File: config.mk
export PLATFORM = sky130hd
export DESIGN_NAME = scanline_detect_irq_timer_top
export DESIGN_NICKNAME = d
export VERILOG_FILES = /design/src/hdl/sdit_pkg.sv /design/src/hdl/scanline_detect_irq_timer_top.sv
export SDC_FILE = /design/constraint.sdc
export NUM_CORES = 1
export LEC_CHECK = 0
export ABC_AREA = 1
export BUFFER_PORTS_ARGS = -buffer_cell sky130_fd_sc_hd__buf_2
export CORE_MARGIN = 10
export CORE_UTILIZATION = 53
export DETAILED_ROUTE_END_ITERATION = 10
export PLACE_DENSITY = 0.82
export SKIP_CTS_REPAIR_TIMING = 1
export SLEW_MARGIN = 30
export SYNTH_ARGS = -nofsm -noshare
export SYNTH_HDL_FRONTEND = slang
export SYNTH_SLANG_ARGS = --single-unit
File: constraint.sdc
create_clock -name clk -period 2.03 [get_ports clk]
set_input_delay 0.203 -clock clk [delete_from_list [all_inputs] [get_ports clk]]
set_output_delay 0.203 -clock clk [all_outputs]
set_load 0.02 [all_outputs]
File: src/hdl/sdit_pkg.sv
`timescale 1ns / 1ps

package sdit_pkg;

  // Request operation codes
  localparam logic [2:0] OP_VIDEO_READ   = 3'd0;
  localparam logic [2:0] OP_CPU_TICK     = 3'd1;
  localparam logic [2:0] OP_STATUS_READ  = 3'd2;
  localparam logic [2:0] OP_TIMER_STATUS = 3'd3;
  localparam logic [2:0] OP_TIMER_LOW    = 3'd4;
  localparam logic [2:0] OP_TIMER_HIGH   = 3'd5;
  localparam logic [2:0] OP_RENDER_CTRL  = 3'd6;

  // Configuration register indexes
  localparam logic REG_IRQ_TARGET = 1'b0;
  localparam logic REG_IRQ_ENABLE = 1'b1;

  // Frame timing constants
  localparam logic [7:0] LAST_LINE  = 8'd240;
  localparam logic [7:0] IDLE_LIMIT = 8'd3;
  localparam logic [7:0] MATCH_MARK = 8'd2;

  // Name-table window 0x2000-0x2FFF: top two address bits are 2'b10
  localparam logic [1:0] NT_WINDOW = 2'b10;

  // One result as held in the output buffer
  typedef struct packed {
    logic [7:0] read_data;
    logic       irq_line;
    logic       in_frame;
    logic [7:0] scanline;
  } result_t;

endpackage

File: src/hdl/scanline_detect_irq_timer_top.sv
`timescale 1ns / 1ps
// Channel   Handshake                 Payload
// request   item_valid / item_stall   operation, address, data_value, vector_fetch
// result    result_valid / result_stall  read_data, irq_line, in_frame, scanline
// config    cfg_write                 cfg_index, cfg_data
//
// One request per clock while item_stall is low; its result is registered into the result register, or into the skid.
// All state updates sit in one combinational pass ahead of the state registers.
// A two-entry output buffer (result register plus skid) lets a request be taken
// while a result waits; item_stall rises only when both entries are full.
// rst (synchronous) clears all state, configuration and both buffer valid flags; the payload is not reset.

module scanline_detect_irq_timer_top (
  input  logic        clk,
  input  logic        rst,
  // request channel
  input  logic        item_valid,
  output logic        item_stall,
  input  logic [2:0]  operation,
  input  logic [13:0] address,
  input  logic [7:0]  data_value,
  input  logic        vector_fetch,
  // result channel
  output logic        result_valid,
  input  logic        result_stall,
  output logic [7:0]  read_data,
  output logic        irq_line,
  output logic        in_frame,
  output logic [7:0]  scanline,
  // configuration
  input  logic        cfg_write,
  input  logic        cfg_index,
  input  logic [7:0]  cfg_data
);

  // Configuration
  logic [7:0]  irq_target;
  logic        irq_enable;

  // Detector and timer state
  logic        frame_active,     frame_active_next;
  logic        read_seen,        read_seen_next;
  logic        prev_hit,         prev_hit_next;
  logic [11:0] prev_low,         prev_low_next;
  logic [7:0]  match_run,        match_run_next;
  logic [7:0]  line_count,       line_count_next;
  logic        line_irq_pending, line_irq_pending_next;
  logic [7:0]  idle_cycles,      idle_cycles_next;
  logic        timer_active,     timer_active_next;
  logic        timer_flag,       timer_flag_next;
  logic [15:0] timer_value,      timer_value_next;

  // Output buffer
  sdit_pkg::result_t out_reg, skid_reg, result_next;
  logic              skid_valid;

  logic        accept;
  logic        out_take;
  logic        addr_in_window;
  logic        addr_match;
  logic [7:0]  line_inc;
  logic [7:0]  idle_inc;
  logic [15:0] timer_dec;
  logic [7:0]  rd;

  assign item_stall = skid_valid;
  assign accept     = item_valid && !item_stall;
  assign out_take   = result_valid && !result_stall;

  // Configuration writes
  always_ff @(posedge clk) begin
    if (rst) begin
      irq_target <= 8'd0;
      irq_enable <= 1'b0;
    end else if (cfg_write) begin
      unique case (cfg_index)
        sdit_pkg::REG_IRQ_TARGET: irq_target <= cfg_data;
        sdit_pkg::REG_IRQ_ENABLE: irq_enable <= cfg_data[0];
        default: ;
      endcase
    end
  end

  assign addr_in_window = (address[13:12] == sdit_pkg::NT_WINDOW);
  assign addr_match     = addr_in_window && prev_hit && (address[11:0] == prev_low);
  assign line_inc       = line_count + 8'd1;
  assign idle_inc       = idle_cycles + 8'd1;
  assign timer_dec      = timer_value - 16'd1;

  // Next-state logic for one request
  always_comb begin
    frame_active_next     = frame_active;
    read_seen_next        = read_seen;
    prev_hit_next         = prev_hit;
    prev_low_next         = prev_low;
    match_run_next        = match_run;
    line_count_next       = line_count;
    line_irq_pending_next = line_irq_pending;
    idle_cycles_next      = idle_cycles;
    timer_active_next     = timer_active;
    timer_flag_next       = timer_flag;
    timer_value_next      = timer_value;
    rd                    = 8'd0;

    if (vector_fetch) begin
      // vector fetch: leave frame and clear the scanline interrupt
      frame_active_next     = 1'b0;
      prev_hit_next         = 1'b0;
      line_irq_pending_next = 1'b0;
      line_count_next       = 8'd0;
    end else begin
      unique case (operation)
        sdit_pkg::OP_VIDEO_READ: begin
          if (addr_match) begin
            match_run_next = match_run + 8'd1;
          end else begin
            match_run_next = 8'd0;
            // run of three identical reads just ended: scanline mark
            if (match_run == sdit_pkg::MATCH_MARK) begin
              if (!frame_active) begin
                frame_active_next = 1'b1;
                line_count_next   = 8'd0;
              end else begin
                line_count_next = line_inc;
                if (line_inc == irq_target) begin
                  line_irq_pending_next = 1'b1;
                end
                if (line_inc == sdit_pkg::LAST_LINE) begin
                  frame_active_next     = 1'b0;
                  line_irq_pending_next = 1'b0;
                  line_count_next       = 8'd0;
                end
              end
            end
          end
          // out-of-window addresses never match, so prev_hit records whether the read was in the window
          prev_hit_next  = addr_in_window;
          prev_low_next  = address[11:0];
          read_seen_next = 1'b1;
        end
        sdit_pkg::OP_CPU_TICK: begin
          if (read_seen) begin
            idle_cycles_next = 8'd0;
          end else begin
            idle_cycles_next = idle_inc;
            if ((idle_inc == sdit_pkg::IDLE_LIMIT) && frame_active) begin
              frame_active_next = 1'b0;
              prev_hit_next     = 1'b0;
            end
          end
          read_seen_next = 1'b0;
          if (timer_active) begin
            timer_value_next = timer_dec;
            if (timer_dec == 16'd0) begin
              timer_flag_next = 1'b1;
            end
          end
        end
        sdit_pkg::OP_STATUS_READ: begin
          rd                    = {line_irq_pending, frame_active, 6'd0};
          line_irq_pending_next = 1'b0;
        end
        sdit_pkg::OP_TIMER_STATUS: begin
          rd              = {timer_flag, 7'd0};
          timer_flag_next = 1'b0;
        end
        sdit_pkg::OP_TIMER_LOW: begin
          timer_value_next  = {timer_value[15:8], data_value};
          timer_active_next = 1'b1;
        end
        sdit_pkg::OP_TIMER_HIGH: begin
          timer_value_next = {data_value, timer_value[7:0]};
        end
        sdit_pkg::OP_RENDER_CTRL: begin
          // rendering off (bits 3 and 4 clear) leaves the frame
          if ((data_value[4:3] == 2'b00) && frame_active) begin
            frame_active_next = 1'b0;
            prev_hit_next     = 1'b0;
          end
        end
        default: ;
      endcase
    end

    result_next.read_data = rd;
    result_next.irq_line  = (line_irq_pending_next && irq_enable) || timer_flag_next;
    result_next.in_frame  = frame_active_next;
    result_next.scanline  = line_count_next;
  end

  // State registers
  always_ff @(posedge clk) begin
    if (rst) begin
      frame_active     <= 1'b0;
      read_seen        <= 1'b0;
      prev_hit         <= 1'b0;
      prev_low         <= 12'd0;
      match_run        <= 8'd0;
      line_count       <= 8'd0;
      line_irq_pending <= 1'b0;
      idle_cycles      <= 8'd0;
      timer_active     <= 1'b0;
      timer_flag       <= 1'b0;
      timer_value      <= 16'd0;
    end else if (accept) begin
      frame_active     <= frame_active_next;
      read_seen        <= read_seen_next;
      prev_hit         <= prev_hit_next;
      prev_low         <= prev_low_next;
      match_run        <= match_run_next;
      line_count       <= line_count_next;
      line_irq_pending <= line_irq_pending_next;
      idle_cycles      <= idle_cycles_next;
      timer_active     <= timer_active_next;
      timer_flag       <= timer_flag_next;
      timer_value      <= timer_value_next;
    end
  end

  // Output buffer control
  always_ff @(posedge clk) begin
    if (rst) begin
      result_valid <= 1'b0;
      skid_valid   <= 1'b0;
    end else if (skid_valid) begin
      if (out_take) begin
        skid_valid <= 1'b0;
      end
    end else if (accept) begin
      if (result_valid && !out_take) begin
        skid_valid <= 1'b1;
      end else begin
        result_valid <= 1'b1;
      end
    end else if (out_take) begin
      result_valid <= 1'b0;
    end
  end

  // Output buffer payload
  always_ff @(posedge clk) begin
    if (skid_valid) begin
      if (out_take) begin
        out_reg <= skid_reg;
      end
    end else if (accept) begin
      if (result_valid && !out_take) begin
        skid_reg <= result_next;
      end else begin
        out_reg <= result_next;
      end
    end
  end

  assign read_data = out_reg.read_data;
  assign irq_line  = out_reg.irq_line;
  assign in_frame  = out_reg.in_frame;
  assign scanline  = out_reg.scanline;

endmodule

==> run_results.csv <==
group,metric,value,unit
logic_synthesis,yosys.area.top_type,"dfxtp_1",
final_layout,final_cells,959,
final_layout,largest_register_ffs,16,
die,start_util,54.7,%
die,core,0.00986,mm^2
final_layout,drive_above_1_share,22.9,%
clocking,cts_buffers,9,
sta,hold_viol_final,0,
logic_synthesis,synth_area_leaders,"dfxtp_1, edfxtp_1, nand2_1",
logic_synthesis,netlist_instances,755,
logic_synthesis,yosys.area.top_type_share,25.6,%
die,ios,60,
critical_path,cpMostUsedCell,"nand2_1",
die,die_y,121,um
logic_synthesis,syn-cell-area,0.00539,mm^2
status,status,"completed",
clocking,root_buffer,"clkbuf_8",
critical_path,start_kind,"flop",
critical_path,cp_cell_sequence,"nand3_1, o21bai_2, and2_1, and2_4, nand2_4, o21ai_2, nand2_1, nand4_2, nand2_2, nand2_1, nand2_1",
place,post_dp_cell_area,0.00587,mm^2
logic_synthesis,ys_types,49,
critical_path,end_kind,"flop",
place,dp_hpwl,9.46,mm
sta,rsz0062_at_grt,"true",
final_layout,finalNetCount,869,
power,p_leak,2.75,nW
detailed_routing,vias_per_cell,5.17,
global_routing,grt_max_degree,35,
critical_path,critPathMaxFanout,6,
power,vdd_drop_max,0.000434,V
final_layout,final_area,0.00624,mm^2
sta,worst_pin_slew,0.553,ns
logic_synthesis,yosys_warnings,0,
critical_path,worst_ep_required_time,2.16,ns
final_layout,mostFrequentLayoutCells,"nand2_1, inv_1, nor2_1",
detailed_routing,drc,0,
detailed_routing,drtIter0Drc,265,
critical_path,crit_buf_inv,0,
final_layout,fill_cells,901,
job,drv_cap,0,
power,power.density,680,mW/mm^2
logic_synthesis,ys_ff_latch,93,
sta,drv_slew,0,
logic_synthesis,syn_area_per_cell,7.14,um^2
detailed_routing,dr.pass1.iters,5,
place,io_buffers,53,
critical_path,critPathKind,"flop to flop",
global_routing,grt_pass1_vias,4534,
hold_path,holdCritPathClass,"input port to flop",
sta,fin_crit,1.94,ns
sta,setup_viol,0,
sta,period_share,95.7,%
clocking,worstSkewPairLatency,0.36,ns
critical_path,cpLargestDelayFamily,"simple AND/OR/NAND/NOR gates",
final_layout,area_growth,15.8,%
clocking,cts_tree,"done",
clocking,clk_pin_slew,0.10,ns
detailed_routing,ant_nets,0,
sta,skew,0.00926,ns
global_routing,grtUsageTotal,17.0,%
sta,relSlewSlack,63.1,%
place,placed_cells,942,
die,dieArea,0.0146,mm^2
detailed_routing,drt_wl_total,12.7,mm
place,gp_congestion,0.951,
clocking,cts_buffer_depth,2,
global_routing,overflow,0,
detailed_routing,num_vias,4959,
critical_path,cp_slowest_cell,"dfxtp_1",
critical_path,cpPeakStageDelay,0.47,ns
global_routing,antenna_found_initial,0,
final_layout,antenna_cells,0,
detailed_routing,drt-wirelength-per-cell,13.3,um
global_routing,grt_pass1_wl,20.9,mm
critical_path,crit_arrival,2.07,ns
sta,clock.fmax,0.515,GHz
logic_synthesis,ys_seq_area_share,39.0,%
die,rows,36,
clocking,cts.sinks,93,
final_layout,layout_commonest_cell,"nand2_1",
clocking,cts_max_level,3,
die,die_w,121,um
sta,finalSetupTns,0,ns
path summary, 6_finish.rpt:
kind | from | end | slack (ns) | depth (start not counted)
worst min-delay path | cfg_data[2] | irq_target[2] | 0.05 | 3
worst max register to register | line_count[3] | irq_line | 0.09 | 11
worst max-delay path | line_count[3] | irq_line | 0.09 | 11
worst min register to register | irq_target[1] | irq_target[1] | 0.48 | 2
per-stage QoR:
step / power, mW / util, % / worst slack [ns] / hold slack, ns
after floorplan: 2.54 / - / 0.105 / 0.338
after global placement: 2.71 / 59.5 / 0.110 / 0.428
after detailed placement: 2.72 / 59.5 / 0.0746 / 0.433
after CTS: 4.23 / 62.0 / 0.0247 / 0.0585
after global routing: 4.43 / 63.3 / -0.0483 / 0.0587
final: 4.25 / 63.3 / 0.0867 / 0.0541
logic make-up (layout without fill, tap and decap cells):
kind of cell    Yosys count  after routing  share of synthesized area [%]
compound gates          147            147                           15.8
buf+inv                 130            196                           9.68
other cells               1              6                         0.0696
flops                    93             93                           39.0
simple gates            357            357                           30.5
xor+xnor                 19             19                           3.09
fa+ha+maj                 8              8                           1.86
synthesized netlist by cell type, drive strengths merged:
cell / number
a221o: 2
a211oi: 5
edfxtp: 24
a21oi: 47
nor4: 1
nor3: 9
o21bai: 3
xor2: 12
inv: 105
a221oi: 2
xnor2: 7
o22ai: 3
and2: 4
a31oi: 9
o21ai: 70
a22oi: 2
clkbuf: 12
ha: 8
o211ai: 4
nand4: 10
dfxtp: 69
conb: 1
nand2: 183
nand3b: 10
or2: 4
clkinv: 1
buf: 12
nor2: 96
nand3: 40
cell type report:
cell class	instances	area (um^2)	share of cell area [%]
Timing Repair Buffer	74	423	6.77
Inverter	106	398	6.37
Multi-Input combinational cell	537	2890	46.3
Tap cell	133	166	2.67
Clock buffer	9	124	1.98
Sequential cell	93	2110	33.8
Clock inverter	7	128	2.04
routing by layer:
metal	global-route usage [%]	routed length [um]	up-vias	part of all wire (%)
li1	-	-	2572	-
met1	22.2	5770	2225	45
met2	27.9	6020	145	47
met3	3.26	742	17	5.8
met4	4.37	191	0	1.5
met5	0	0	-	0
power by group:
group	total, mW	switching (mW)	internal, mW
sequential	2.03	0.0522	1.98
combinational	0.679	0.432	0.247
clock	1.54	0.700	0.838
total	4.25	1.18	3.06
worst reg2reg max path, stage by stage, from the launching register on:
cell and delay (ns):
dfxtp_1 0.47, nand3_1 0.17, o21bai_2 0.17, and2_1 0.18
and2_4 0.15, nand2_4 0.06, o21ai_2 0.15, nand2_1 0.09
nand4_2 0.08, nand2_2 0.07, nand2_1 0.08, nand2_1 0.05
No activity file was read; power rests on OpenSTA's default activity.
